[config.mk]
export PLATFORM = sky130hd
export DESIGN_NAME = mbrp_fifo
export DESIGN_NICKNAME = d
export VERILOG_FILES = /design/src/rtl/mbrp_fifo.sv
export SDC_FILE = /design/constraint.sdc
export NUM_CORES = 1
export LEC_CHECK = 0
export BUFFER_PORTS_ARGS = -buffer_cell sky130_fd_sc_hd__buf_2
export CORE_MARGIN = 5
export CORE_UTILIZATION = 43
export CTS_CLUSTER_SIZE = 24
export DETAILED_ROUTE_END_ITERATION = 8
export PLACE_DENSITY = 0.72
export SYNTH_ARGS = -nofsm -noshare
export SYNTH_HDL_FRONTEND = slang
export SYNTH_SLANG_ARGS = --single-unit
[constraint.sdc]
create_clock -name clk -period 1.25 [get_ports clk]
set_input_delay 0 -clock clk [delete_from_list [all_inputs] [get_ports clk]]
set_output_delay 0 -clock clk [all_outputs]
set_load 0.03 [all_outputs]
[src/rtl/mbrp_fifo.sv]
// Small first-word-fall-through queue in flip-flops.
`timescale 1ns / 1ps

module mbrp_fifo #(
    parameter int WIDTH = 8,
    parameter int DEPTH = 2,
    localparam int PW = $clog2(DEPTH),
    localparam int CW = $clog2(DEPTH + 1)
) (
    input  logic             clk,
    input  logic             rst_n,
    input  logic             push,
    input  logic [WIDTH-1:0] wr_data,
    output logic             full,
    input  logic             pop,
    output logic [WIDTH-1:0] rd_data,
    output logic             empty,
    output logic [CW-1:0]    count
);

    logic [WIDTH-1:0] mem_reg [DEPTH];
    logic [PW-1:0]    wr_ptr_reg, wr_ptr_next;
    logic [PW-1:0]    rd_ptr_reg, rd_ptr_next;
    logic [CW-1:0]    count_reg, count_next;
    logic             push_ok, pop_ok;

    assign full    = (count_reg == CW'(DEPTH));
    assign empty   = (count_reg == '0);
    assign count   = count_reg;
    assign rd_data = mem_reg[rd_ptr_reg];
    assign push_ok = push && !full;
    assign pop_ok  = pop && !empty;

    // Advance pointers and occupancy
    always_comb
    begin
        wr_ptr_next = wr_ptr_reg;
        rd_ptr_next = rd_ptr_reg;
        count_next  = count_reg;
        if (push_ok)
        begin
            wr_ptr_next = (wr_ptr_reg == PW'(DEPTH - 1)) ? '0 : wr_ptr_reg + 1'b1;
        end
        if (pop_ok)
        begin
            rd_ptr_next = (rd_ptr_reg == PW'(DEPTH - 1)) ? '0 : rd_ptr_reg + 1'b1;
        end
        case ({push_ok, pop_ok})
            2'b10:   count_next = count_reg + 1'b1;
            2'b01:   count_next = count_reg - 1'b1;
            default: count_next = count_reg;
        endcase
    end

    always_ff @(posedge clk or negedge rst_n)
    begin
        if (!rst_n)
        begin
            wr_ptr_reg <= '0;
            rd_ptr_reg <= '0;
            count_reg  <= '0;
        end
        else
        begin
            wr_ptr_reg <= wr_ptr_next;
            rd_ptr_reg <= rd_ptr_next;
            count_reg  <= count_next;
        end
    end

    // Store the pushed word
    always_ff @(posedge clk)
    begin
        if (push_ok)
        begin
            mem_reg[wr_ptr_reg] <= wr_data;
        end
    end

    a_no_push_when_full: assert property (@(posedge clk) disable iff (!rst_n)
        push |-> !full)
        else $error("queue pushed while full");

    a_count_up: assert property (@(posedge clk) disable iff (!rst_n)
        push_ok && !pop_ok |=> count_reg == $past(count_reg) + 1'b1)
        else $error("queue count did not grow on push");

    a_count_down: assert property (@(posedge clk) disable iff (!rst_n)
        pop_ok && !push_ok |=> count_reg == $past(count_reg) - 1'b1)
        else $error("queue count did not shrink on pop");

endmodule

* Yosys cells after proc, flatten, opt, wreduce, memory -nomap -nowiden
Memories as Yosys holds them, arrays and structs flattened.
Index checks and enable logic that the tools add are counted.
W data, S select, Z words.
** Cells by class
- Add/sub/neg operators :: 4
- Equality and inequality tests :: 3
- Multiplexer cells :: 5
- Reduce and logical (&&, ||, !) cells :: 6
** Operators by type and width (count)
- $eq A2 B2 Y1 const B :: 2
- $mux W1 :: 4
- $pmux W2 S2 :: 1
- $add A1 B1 Y1 const B :: 2
- $add A2 B1 Y2 const B :: 1
- $eq A2 B1 Y1 const B :: 1
- $logic_and A1 B1 Y1 :: 2
- $logic_not A1 Y1 :: 2
- $logic_not A2 Y1 :: 1
- $reduce_bool A2 Y1 :: 1
- $sub A2 B1 Y2 const B :: 1
** Storage, ports and cells
- Register bits :: 4
- Bits in writable memories :: 16
- Bits of input ports :: 12
- Output and inout port bits :: 12
- Word-level logic and storage cells :: 22
- Memories :: 1
** Memory list
- mem_reg :: depth 2, bits a word 8, rd ports 1, clocked after Yosys merged registers in 0, wr ports 1, line 21 : logic [WIDTH-1:0] mem_reg [DEPTH];

* Longest topological paths before layout
- Depth in word-level cells :: 5
- Depth in mapped cells :: 6
- Depth with buffers taken out :: 6

* Worst setup path after synthesis
OpenSTA, ideal clock, no wires.
- Kind :: reg-to-reg
- Start :: register count_reg[0] (netlist: count[0])
- End :: register count_reg[1] (netlist: count[1])
- Setup time :: 0.080 ns
- Data arrival time :: 1.718 ns
- Required time :: 1.170 ns
- Path slack :: -0.549 ns
- Cell stages (with the launch flop) :: 6
- Path buffers :: 0
- Period minus slack after synthesis :: 1.799 ns
- Cell sequence :: dfrtp_1 > nor2_1 > nor2b_2 > ha_1 > nor2_1 > xor2_1
** On the way
- Cells in the longest elaborated chain, start to end :: 5
- Elaborated cells on any way between the ends :: 12
- Classes of those cells :: add/sub: 2; eq/ne: 3; mux: 1; reduce/logical: 6
** RTL lines
- start: declaration :: line 24 : logic [CW-1:0] count_reg, count_next;
- start signal: assignment :: line 67 : count_reg <= count_next;
- $logic_not A2 Y1 * :: line 28 : assign empty = (count_reg == '0);
- named net empty :: line 17 : output logic empty,
- $logic_not A1 Y1 * :: line 32 : assign pop_ok = pop && !empty;
- $logic_and A1 B1 Y1 * :: line 32
- named net pop_ok :: line 25 : logic push_ok, pop_ok;
- $eq A2 B1 Y1 / $eq A2 B2 Y1 (equally long branches) :: line 48 : case ({push_ok, pop_ok})
- $pmux W2 S2 / $reduce_bool A2 Y1 (equally long branches)
Mark *: on every way through the listed nets, which the timed path passes. The rest lies on a longest branch.
A chain may end at the register's enable or synchronous reset.

* Worst setup path in the final report
- Start :: register rd_ptr_reg
- End :: output port rd_data[0]
** On the way
- Cells in the longest elaborated chain, start to end :: 1
** RTL lines
- start: declaration :: line 23 : logic [PW-1:0] rd_ptr_reg, rd_ptr_next;
- start signal: assignment :: line 66 : rd_ptr_reg <= rd_ptr_next;
- $mem_v2 Z2 W8
- end: declaration :: line 16 : output logic [WIDTH-1:0] rd_data,
No other way between the ends.

==> results.toml <==
[outcome]
outcome = "finished with violations"
failing_checks = "setup timing"

[placed_design]
dp_hpwl_um = 930.2
numPortBuffers = 23
dp_cells = 93
dpl-instance-area_sq_um = 978.4
globalplace.congestion = 0.6931

[clock_network]
cts.root.buffer_cell = "clkbuf_4"
clock_tree.buffer_depth = 2
clk_pin_slew_worst_paths_ps = 110
clkLatencyLatePin_ps = 290
cts_inserted_buffers = 3
tritoncts = "built"
cts_sinks = 20
htree_levels = 1

[yosys]
synth-edff-count = 16
synth_area_leader_cell = "edfxtp_1"
ys_async_sr_fraction_pct = 20.00
synth.cell_area_sq_um = 772.0
synthesis.yosys.warnings = 0
synth_sequential_area_ratio_pct = 75.20
number_of_nets_in_the_synthesized_netlist = 56
synth_area_leaders = "edfxtp_1, dfrtp_1, mux2_2"
top_area_cell_type_share_of_the_netlist_area_pct = 62.24
synth.ff_latch_count = 20
yosys_most_used_dff = "edfxtp_1"
synth.avg_cell_area_sq_um = 17.95
yosysUniqueCellTypes = 13
most_frequent_cell_after_synthesis = "edfxtp_1"
postSynthCellCount = 43
netlist_top_cells_count = "edfxtp_1, mux2_2, dfrtp_1"

[pwr]
vdd_ir_drop_max_v = 0.002190
power_frac_clock_pct = 15.3
power.share.sequential_pct = 32.1
swShare_pct = 34.87
pwr_density_nw_per_um2 = 2602
comb_power_share_pct = 52.6
intPower_w = 0.002173
power_leakage_nw = 0.5339
power_switching_w = 0.001164

[global_route]
first_global_vias = 527
grt_most_used_layer = "met2"
wire_length_of_the_first_global_routing_pass_mm = 2.394
grt_max_degree = 13
gr-usage-met1_pct = 14.92
gr-usage-met3_pct = 3.134
antenna_found_initial = 0
globalRouteTotalUtil_pct = 12.39
gr_overflow_total = 0
grt_util_met2_pct = 20.87

[setup_path]
setup.worst_path.class = "flip-flop to output pin"
cp.required_ps = 1250
critical_path.reg2reg.startpoint = "count[0]$_DFFE_PN0P_"
r2r_cells = 6
setup.worst_path.end_class = "output pin"
arrival_ps = 1300
crit_path_start_kind = "flip-flop"
regToRegSetupSlack_ps = -10
crit_path_max_fanout = 5
rr_endpoint = "count[1]$_DFFE_PN0P_"

[timing]
timing.final.crit_period_ps = 1303
timing.hold.ws_ps = 36.09
timing_max_transition_violations_final = 0
relSlewSlack_pct = 82.13
timing_worst_slew_pin_value_ps = 267.4
setup_viol_count_final = 9
worst_slack_ps = -52.59
final_hold_viol_count = 0
timing.final.crit_share_pct = 104.2
max_freq_mhz = 767.7
final_layout_setup_total_negative_slack_ps = -289.9
finClkSkew_ps = 1.612
setup_repair_after_global_routing_missed_its_margin = "yes"

[detailed_routing]
antenna_left = 0
wl_per_cell_um = 12.46
drt_drc_violations_left = 0
total_via_count_after_detailed_routing = 514
wirelength_mm = 1.420
drt_pass1_iterations = 4
drt_iter0_drc = 2
via_per_inst = 4.509

[layout]
postLayoutCoreUtil_pct = 75.09
antenna_cells_inserted = 0
final-instance-count-excl-fill = 114
post_layout_net_count = 103
final_area_sq_um = 1282
syn_to_final_growth_pct = 66.13
post_route_cells_drive_above_1_share_pct = 66.29
largest_register_ffs = 16

[floorplan]
fp.dieArea_sq_um = 2743
core.rowCount = 15
chipHeight_um = 52.37
io_pins = 24
dieWidth_um = 52.37
core_region_area_sq_um = 1708
initial_core_util_pct = 45.20

[run]
drv.max_cap_violation_count = 0

[hold_path]
class_of_the_most_critical_hold_timing_path = "primary input to asynchronous set/reset pin"
layout make-up:
class	instances	area, sq um
flip-flops and latches	20	584.3
fillers	110	425.4
repair buffers	43	357.8
multi-input cells	21	252.7
well taps	25	31.28
clock inverters	1	30.03
clock buffers	3	22.52
inverters	1	3.754
worst max-delay path by stage:
stage	start	slack, ps	endpoint	cells past startpoint
after CTS	rd_ptr_reg$_DFFE_PN0P_	-40	rd_data[4]	3
after global placement	count[0]$_DFFE_PN0P_	-50	count[1]$_DFFE_PN0P_	6
after detailed placement	count[0]$_DFFE_PN0P_	-90	count[1]$_DFFE_PN0P_	6
after global routing	rd_ptr_reg$_DFFE_PN0P_	-110	rd_data[0]	3
final	rd_ptr_reg$_DFFE_PN0P_	-50	rd_data[0]	3
after floorplan	count[0]$_DFFE_PN0P_	-200	count[1]$_DFFE_PN0P_	6
layer usage:
layer	part of all wire, %	vias up	wire [um]
met5	0	-	0
met2	53	15	746
li1	-	245	-
met3	6.3	2	89
met4	0.56	0	8
met1	41	252	576
power groups by stage:
stage	Clock [W]	Sequential, W	Combinational [W]
after floorplan	0	0.00111	0.000838
after global routing	0.000558	0.00109	0.00186
after detailed placement	0	0.00112	0.00117
after global placement	0	0.00111	0.00116
after CTS	0.000521	0.00107	0.00167
final	0.000511	0.00107	0.00176
metrics by stage:
step	power, W	setup WS [ps]
6_report	0.003337	-52.59
5_1_grt	0.003517	-105.3
4_1_cts	0.003262	-36.30
3_5_place_dp	0.002288	-92.99
3_3_place_gp	0.002268	-47.96
2_1_floorplan	0.001952	-197.3
worst max-delay path, stage by stage, from the launching register on:
cell,delay [ps]
dfrtp_2,430
buf_6,140
mux2_4,300
buf_6,140
cells by family after synthesis:
group,synth area share (%)
simple gates,4.701
flops,75.20
fa+ha+maj,1.620
mux,11.67
buf+inv,1.133
xor+xnor,5.674
layout by cell type, fill, tap and decap left out, types with 3 or more instances in the layout:
cell,n
buf_4,9
buf_2,13
dfrtp_2,3
clkbuf_4,3
edfxtp_1,16
dlygate4sd3_1,9
buf_6,12
mux2_2,6
what timing repair did:
action / CTS / global route
gates resized for setup: 25 / 7
setup buffers: 7 / 1
hold buffers: 9 / 0
setup endpoints to repair: 26 / 14
pin swaps: 3 / 2
hold endpoints to repair: 20 / 0
No activity file was read; power rests on OpenSTA's default activity.
