--- config.mk ---
export PLATFORM = sky130hd
export DESIGN_NAME = mbrp_back
export DESIGN_NICKNAME = d
export VERILOG_FILES = /design/src/rtl/mbrp_pkg.sv /design/src/rtl/mbrp_back.sv
export SDC_FILE = /design/constraint.sdc
export NUM_CORES = 2
export LEC_CHECK = 0
export BUFFER_PORTS_ARGS = -buffer_cell sky130_fd_sc_hd__clkbuf_2
export CAP_MARGIN = 20
export CORE_ASPECT_RATIO = 0.5
export CORE_MARGIN = 1.5
export CORE_UTILIZATION = 50
export DETAILED_ROUTE_END_ITERATION = 6
export GPL_TIMING_DRIVEN = 0
export PLACE_DENSITY_LB_ADDON = 0.3
export REMOVE_ABC_BUFFERS = 1
export SLEW_MARGIN = 20
export SYNTH_ARGS = -nofsm -noshare
export SYNTH_HDL_FRONTEND = slang
export SYNTH_SLANG_ARGS = --single-unit
--- constraint.sdc ---
create_clock -name clk -period 6.83 [get_ports clk]
set_input_delay 0.3415 -clock clk [delete_from_list [all_inputs] [get_ports clk]]
set_output_delay 0.3415 -clock clk [all_outputs]
set_load 0.005 [all_outputs]
--- src/rtl/mbrp_pkg.sv ---
// Shared types and constants of the boot sector partition table parser.
`timescale 1ns / 1ps

package mbrp_pkg;

    // Record geometry
    localparam int ENTRY_COUNT  = 4;
    localparam int ENTRY_IW     = 2;
    localparam int SLOT_CW      = 3;
    localparam int RECORD_BYTES = 512;
    localparam int POS_W        = 10;

    // Byte offsets inside the sector
    localparam logic [POS_W-1:0] OFS_DISK    = 10'd440;
    localparam logic [POS_W-1:0] OFS_PROTECT = 10'd444;
    localparam logic [POS_W-1:0] OFS_TABLE   = 10'h1be;
    localparam logic [POS_W-1:0] OFS_SIG     = 10'h1fe;
    localparam logic [POS_W-1:0] ENTRY_BYTES = 10'd16;

    // Field values
    localparam logic [15:0] SIG_VALUE       = 16'hAA55;
    localparam logic [15:0] PROTECT_MAGIC   = 16'h5A5A;
    localparam logic [7:0]  BOOT_RSVD_MASK  = 8'h7f;
    localparam logic [7:0]  TYPE_EMPTY      = 8'h00;
    localparam logic [7:0]  TYPE_PROTECTIVE = 8'hee;

    // Flag bit positions
    localparam int FLAG_BOOT     = 4;
    localparam int FLAG_PRIMARY  = 3;
    localparam int FLAG_EXTENDED = 2;
    localparam int FLAG_LOGICAL  = 1;
    localparam int FLAG_HIDDEN   = 0;

    // Result kinds
    localparam logic KIND_ENTRY   = 1'b0;
    localparam logic KIND_SUMMARY = 1'b1;

    // Configuration register indexes
    localparam int CFG_IDX_W = 1;
    localparam logic [CFG_IDX_W-1:0] CFG_SECTOR_BYTES = 1'b0;
    localparam logic [CFG_IDX_W-1:0] CFG_BASE_SECTOR  = 1'b1;
    localparam logic [15:0] SECTOR_BYTES_RESET = 16'd512;

    typedef struct packed {
        logic [7:0] data_byte;
        logic       end_of_sector;
    } in_item_t;

    typedef struct packed {
        logic        kind;
        logic [1:0]  slot;
        logic [7:0]  type_code;
        logic [4:0]  flags;
        logic [32:0] first_lba;
        logic [31:0] sector_count;
        logic [49:0] first_byte_addr;
        logic [49:0] last_byte_addr;
        logic [31:0] disk_id;
        logic        copy_protected;
        logic        table_valid;
        logic        last_result;
    } result_t;

    // One classified table entry
    typedef struct packed {
        logic        nz;
        logic [7:0]  type_code;
        logic [4:0]  flags;
        logic [31:0] start;
        logic [31:0] count;
    } rec_entry_t;

    // One finished sector, handed from front to back
    typedef struct packed {
        rec_entry_t [ENTRY_COUNT-1:0] entry;
        logic [31:0]                  disk_id;
        logic                         copy_protected;
        logic                         table_valid;
    } sector_rec_t;

endpackage

--- src/rtl/mbrp_back.sv ---
// Back end: walks a finished sector and computes addresses for each result.
`timescale 1ns / 1ps

module mbrp_back
    import mbrp_pkg::*;
#(
    parameter int OUT_DEPTH = 4,
    localparam int CW = $clog2(OUT_DEPTH + 1)
) (
    input  logic        clk,
    input  logic        rst_n,
    input  logic [15:0] sector_bytes,
    input  logic [31:0] base_sector,
    input  sector_rec_t rec_data,
    input  logic        rec_empty,
    output logic        rec_pop,
    input  logic [CW-1:0] out_count,
    input  logic        out_full,
    output logic        out_push,
    output result_t     out_data
);

    logic [SLOT_CW-1:0] slot_reg, slot_next;
    logic               s1_valid_reg, s1_valid_next;
    result_t            s1_res_reg, s1_res_next;
    logic [33:0]        s1_sum_reg, s1_sum_next;
    logic               s2_valid_reg;
    result_t            s2_res_reg, s2_res_next;
    logic [CW:0]        inflight;
    logic               credit_ok;
    logic               step;
    logic               at_summary;
    rec_entry_t         cur;
    logic [48:0]        prod_start;
    logic [49:0]        prod_end;

    // Reserve output room for everything in flight
    assign inflight   = {1'b0, out_count} + (CW + 1)'(s1_valid_reg) + (CW + 1)'(s2_valid_reg);
    assign credit_ok  = inflight < (CW + 1)'(OUT_DEPTH);
    assign step       = !rec_empty && credit_ok;
    assign at_summary = (slot_reg == SLOT_CW'(ENTRY_COUNT));
    assign cur        = rec_data.entry[slot_reg[ENTRY_IW-1:0]];
    assign rec_pop    = step && at_summary;

    // Pick the next result of the head sector
    always_comb
    begin
        slot_next     = slot_reg;
        s1_valid_next = 1'b0;
        s1_res_next   = '0;
        s1_sum_next   = '0;
        s1_res_next.disk_id        = rec_data.disk_id;
        s1_res_next.copy_protected = rec_data.copy_protected;
        s1_res_next.table_valid    = rec_data.table_valid;
        if (at_summary)
        begin
            s1_res_next.kind         = KIND_SUMMARY;
            s1_res_next.first_lba    = {1'b0, base_sector};
            s1_res_next.sector_count = 32'd1;
            s1_res_next.last_result  = 1'b1;
            s1_sum_next              = {2'b00, base_sector} + 34'd1;
        end
        else
        begin
            s1_res_next.kind         = KIND_ENTRY;
            s1_res_next.slot         = slot_reg[ENTRY_IW-1:0];
            s1_res_next.type_code    = cur.type_code;
            s1_res_next.flags        = cur.flags;
            s1_res_next.first_lba    = {1'b0, cur.start} + {1'b0, base_sector};
            s1_res_next.sector_count = cur.count;
            s1_sum_next              = {2'b00, cur.start} + {2'b00, base_sector} +
                                       {2'b00, cur.count};
        end
        if (step)
        begin
            slot_next     = at_summary ? '0 : slot_reg + 1'b1;
            s1_valid_next = at_summary || cur.nz;
        end
    end

    // Multiply by the sector size
    assign prod_start = {16'd0, s1_res_reg.first_lba} * {33'd0, sector_bytes};
    assign prod_end   = {16'd0, s1_sum_reg} * {34'd0, sector_bytes};

    // Insert the products into the second stage
    always_comb
    begin
        s2_res_next                 = s1_res_reg;
        s2_res_next.first_byte_addr = {1'b0, prod_start};
        s2_res_next.last_byte_addr  = prod_end;
    end

    always_ff @(posedge clk or negedge rst_n)
    begin
        if (!rst_n)
        begin
            slot_reg     <= '0;
            s1_valid_reg <= 1'b0;
            s2_valid_reg <= 1'b0;
        end
        else
        begin
            slot_reg     <= slot_next;
            s1_valid_reg <= s1_valid_next;
            s2_valid_reg <= s1_valid_reg;
        end
    end

    always_ff @(posedge clk)
    begin
        s1_res_reg <= s1_res_next;
        s1_sum_reg <= s1_sum_next;
        s2_res_reg <= s2_res_next;
    end

    // Drop one from the end product and push
    always_comb
    begin
        out_data                = s2_res_reg;
        out_data.last_byte_addr = s2_res_reg.last_byte_addr - 50'd1;
    end
    assign out_push = s2_valid_reg;

    a_room_on_push: assert property (@(posedge clk) disable iff (!rst_n)
        s2_valid_reg |-> !out_full)
        else $error("result pushed without output room");

    a_summary_follows_pop: assert property (@(posedge clk) disable iff (!rst_n)
        rec_pop |=> s1_valid_reg && s1_res_reg.last_result && slot_reg == '0)
        else $error("sector retired without a summary");

    a_pop_has_record: assert property (@(posedge clk) disable iff (!rst_n)
        rec_pop |-> !rec_empty)
        else $error("sector retired from an empty queue");

endmodule

Word level (Yosys, flattened, before mapping)
Cells that the tools add are included.
{"block": "op_classes", "add_sub_neg": 8, "mul": 2, "magnitude_cmp": 2, "n_eq_ne": 1, "n_mux": 7, "reduce_logical": 4}
{"cell": "$bmux 78 s2", "count": 1}
{"cell": "$mux 78", "count": 1}
{"cell": "$add 32x32->33", "count": 2}
{"cell": "$mux 64", "count": 1}
{"cell": "$mul 34x16->50", "count": 1}
{"cell": "$sub 50x1->50 const B", "count": 1}
{"cell": "$mul 33x16->49", "count": 1}
{"cell": "$add 33x32->34", "count": 1}
{"cell": "$mux 34", "count": 1}
{"cell": "$add 32x1->33 const B", "count": 1}
{"cell": "$add 3x1->4", "count": 1}
{"cell": "$add 4x1->4", "count": 1}
{"cell": "$lt 4x3->1 const B", "count": 1}
{"cell": "$add 3x1->3 const B", "count": 1}
{"cell": "$eq 3x3->1 const B", "count": 1}
{"cell": "$lt 2x3->1 const B", "count": 1}
{"cell": "$mux 3", "count": 1}
{"cell": "$logic_and 1x1->1", "count": 2}
{"cell": "$mux 1", "count": 2}
{"cell": "$logic_not 1->1", "count": 1}
{"cell": "$logic_or 1x1->1", "count": 1}
{"block": "totals", "register_bits": 368, "inputBits": 401, "out_inout_bits": 218, "word_cells": 49}

Logic depth before layout (Yosys ltp)
{"block": "logic_depth", "word_depth": 5, "ltp_mapped": 26, "ltp_nobuf": 23}

Worst setup path before layout
Ideal clock, no wire load.
{"block": "synth_timing", "path_kind": "input to register", "from": "input port sector_bytes[1]", "to": "register s2_res_reg, in the netlist out_data[127]", "setup_ns": 0.127, "t_arrival_ns": 6.212, "t_required_ns": 6.703, "path_slack_ns": 0.491, "cell_stages": 22, "n_path_buf": 3, "cell_sequence": "clkbuf_1 -> clkbuf_1 -> nand2_1 -> fa_1 -> fa_1 -> fa_1 -> inv_1 -> fa_1 -> fa_1 -> inv_1 -> fa_1 -> inv_1 -> ha_1 -> clkbuf_1 -> and3_1 -> a221o_1 -> a21o_1 -> a311o_1 -> a311oi_2 -> o31a_1 -> o21ai_0 -> xor2_1"}
{"block": "synth_between", "elab_chain_cells": 1}
{"item": "from (decl)", "line_no": "mbrp_back.sv:12", "text": "input logic [15:0] sector_bytes,"}
{"item": "$mul 33x16->49", "line_no": "mbrp_back.sv:82", "text": "assign prod_start = {16'd0, s1_res_reg.first_lba} * {33'd0, sector_bytes};"}
{"item": "net prod_start[42]", "line_no": "mbrp_back.sv:34", "text": "logic [48:0] prod_start;"}
{"item": "to (signal assigned)", "line_no": "mbrp_back.sv:113", "text": "s2_res_reg <= s2_res_next;"}
{"item": "to (decl)", "line_no": "mbrp_back.sv:28", "text": "result_t s2_res_reg, s2_res_next;"}
The timed path passes the listed nets, and every way through them passes these cells.
A chain may end at the register's enable or synchronous reset.

Worst setup path after layout
{"block": "layout_timing", "from": "input port sector_bytes[8]", "to": "register s2_res_reg[83] (netlist name)"}
{"block": "layout_between", "elab_chain_cells": 1}
{"item": "$mul 34x16->50", "line_no": "mbrp_back.sv:83", "text": "assign prod_end = {16'd0, s1_sum_reg} * {34'd0, sector_bytes};"}
{"item": "net prod_end[48]", "line_no": "mbrp_back.sv:35", "text": "logic [49:0] prod_end;"}
The timed path passes the listed nets, and every way through them passes these cells.

==> key figures <==
Run status
  • Status: completed

Placed design
  • Placed cells: 7,015
  • GPL Wtd Cong: 0.944
  • IO Port Bufs: 616
  • Dpl cell area: 0.0537 mm2
  • Dpl hpwl: 109,000 um

Worst setup path
  • CP startpoint kind: primary input
  • Slowest CP cell: fa_1
  • CP Launch Point: sector_bytes[8]
  • FF-to-FF Start: s1_res_reg[188]
  • Setup CP Type: in -> reg
  • Crit path DAT: 7160 ps
  • Top cell by count, worst path: fa_1
  • Crit Reg-Reg Endpoint: out_data[133]
  • Reg2reg setup slack: 180 ps
  • FF-to-FF path depth: 19
  • CP peak stage delay: 610 ps
  • CP endpoint: s2_res_reg[83]
  • Crit path cell chain: clkbuf_4 > buf_12 > nand2_1 > fa_1 > inv_1 > fa_1 > fa_1 > fa_1 > fa_1 > fa_1 > ha_1 > a21o_1 > a211o_1 > a311oi_2 > nand2_1 > o211ai_1 > o21bai_4 > a21o_1 > a32oi_2 > o21ai_0 > xor2_1
  • CP Capture Type: register
  • WP data required: 7330 ps
  • CP max FO: 34

Flow run
  • Total of max-cap violations: 0

Detailed routing
  • First-pass detailed-route iteration total: 5
  • Drt via density: 5.42
  • Routed via count: 38,842
  • Wire per inst: 19.1 um
  • Initial drt markers: 2,397
  • Final WL: 137,000 um
  • # DRC: 0
  • Post-route ant nets: 0

Finish
  • Number of flip-flops in the largest register: 164
  • Post-layout util: 0.560
  • Ratio of cells with drive above 1 in the final layout: 0.160
  • Post-Layout Inst Area: 0.0562 mm2
  • Finished Layout Cells: 7,165
  • Area Overhead vs Synth: 10.9%
  • Nets: 7,400

Global route
  • Antenna violations before repair: 17
  • Number of global-route vias before repair: 41,639
  • Global-route wire length before repair: 219,000 um
  • Largest net degree at the start of global routing: 66
  • All-layer global routing usage: 0.269
  • Total congestion overflow: 0

Yosys
  • Yosys warns: 0
  • Register area share after synthesis: 0.146
  • EDFF count, synth: 0
  • Share of the synthesized area in the top cell type: 0.360
  • Main synth FF type: dfxtp_1
  • Yosys reg bits: 368
  • Syn Std Cell Area: 0.0507 mm2
  • Cells after Synth: 5,459
  • Syn Area/Cell: 9.28 um2
  • Post-synth cell types: 87
  • Synth top area cells: fa_1, dfxtp_1, ha_1, inv_1, and2_1
  • Synth area leader: fa_1
  • Async S/R FF share, synth: 0.0136

STA
  • # setup viols final: 0
  • Setup TNS Final: 0 ps
  • Fmax: 150 MHz
  • Slew @ Worst Pin: 938 ps
  • Final Max Slew Viols: 0
  • Slew HR: 0.367
  • Minimum clock period: 6660 ps
  • Worst clock skew: 24.5 ps
  • Tcrit/Tclk final: 0.974
  • Final hold vios: 0

Clocking
  • Max Root-Sink Buffers: 3
  • Clock slew at reported path FFs: 60 ps
  • Worst-Skew Late Latency: 640 ps
  • H-tree levels: 2
  • Root buf cell: clkbuf_16
  • CTS tree: yes
  • CTS sink count: 368
  • CTS Buf Count: 39

Floorplanning
  • Die Height: 228 um
  • Core area: 0.100 mm2
  • Die width: 453 um
  • I/O Pins: 619
  • Initial core utilization: 0.506
  • Row count: 82
  • DIE AREA: 0.103 mm2

Min path
  • Hold path start: base_sector[0]
  • Hold WC Path Type: in -> reg
layout by cell type (no fill, tap or decap), drive strengths merged, types with 10 or more instances in the layout:
| master | n |
|---|---|
| inv | 970 |
| clkbuf | 664 |
| nand3 | 51 |
| xnor2 | 121 |
| a21oi | 177 |
| o21a | 21 |
| a31oi | 18 |
| o21bai | 27 |
| diode | 14 |
| o31ai | 17 |
| nand2 | 763 |
| buf | 40 |
| dlygate4sd3 | 47 |
| nand2b | 23 |
| a21o | 106 |
| nor2b | 32 |
| nor4 | 10 |
| ha | 311 |
| a211oi | 15 |
| dfxtp | 363 |
| or3 | 14 |
| and2 | 501 |
| mux4 | 78 |
| nor3 | 29 |
| o21ai | 97 |
| nor2 | 124 |
| xor2 | 93 |
| nand4 | 23 |
| fa | 912 |
| and3 | 34 |
synth_stat cells, drive strengths merged, types with 32 or more instances:
cell type  number
a21o          106
a21oi         177
and2          501
and3           34
buf           184
clkbuf        242
dfxtp         363
fa            912
ha            311
inv           959
mux4           78
nand2         763
nand3          51
nor2          124
nor2b          32
o21ai          97
xnor2         121
xor2           93
how the worst min path moves through the flow:
stage                                  to  slack (ps)  cells past startpoint
after detailed placement         out_push         160                      1
final                       s1_sum_reg[0]          40                      2
after global placement       s1_valid_reg         160                      1
after global routing        s1_sum_reg[0]          20                      2
after floorplan                  out_push          50                      0
after CTS                 s1_res_reg[183]           4                      3
routing by layer:
| metal | global-route usage | share of wire | vias to the layer above | wire, um |
|---|---|---|---|---|
| met5 | 0.00460 | 0.00069 | - | 94 |
| met4 | 0.134 | 0.052 | 8 | 7080 |
| met3 | 0.0442 | 0.070 | 330 | 9620 |
| met2 | 0.441 | 0.47 | 1475 | 65000 |
| met1 | 0.345 | 0.40 | 19751 | 55400 |
| li1 | - | - | 17278 | - |
final cells by class:
type / count / area, um2
Tap cell: 1344 / 1680
Timing Repair Buffer: 702 / 4220
Clock inverter: 23 / 345
Inverter: 959 / 3600
Clock buffer: 49 / 1080
Fill cell: 8843 / 44100
Sequential cell: 368 / 7580
Antenna cell: 14 / 35.0
Multi-Input combinational cell: 3706 / 37600
through the flow:
stage	setup slack [ps]	hold WS, ps
2_1_floorplan	-500	45.9
3_3_place_gp	-6040	160
3_5_place_dp	-820	164
4_1_cts	3.25	3.94
5_1_grt	-48.1	23.1
6_report	174	38.5
logic make-up after synthesis:
| kind of cell | share of synthesized area |
|---|---|
| and+or+nand+nor | 0.159 |
| buffers and inverters | 0.115 |
| adders and majority gates | 0.437 |
| AOI/OAI and AO/OA | 0.0707 |
| DFF | 0.146 |
| xor gates and xnor gates | 0.0370 |
| muxes | 0.0353 |
| other | 0.0000740 |
what timing repair did:
action,in CTS,in global routing
endpoints found under the setup margin,30,28
hold buffers,47,0
cloned,0,0
hold endpoints to repair,51,0
buffers inserted,0,17
gates resized for setup,65,70
pin swaps,0,8
critical path, delay by kind of cell:
kind            cells  cell delay, ps
compound gates      8            2200
xor+xnor            1             150
fa+ha+maj           7            3380
buf+inv             3             810
simple gates        2             220
Power is not shown: default switching activity piles up to over one toggle a cycle in this logic, so the estimate is an artifact.
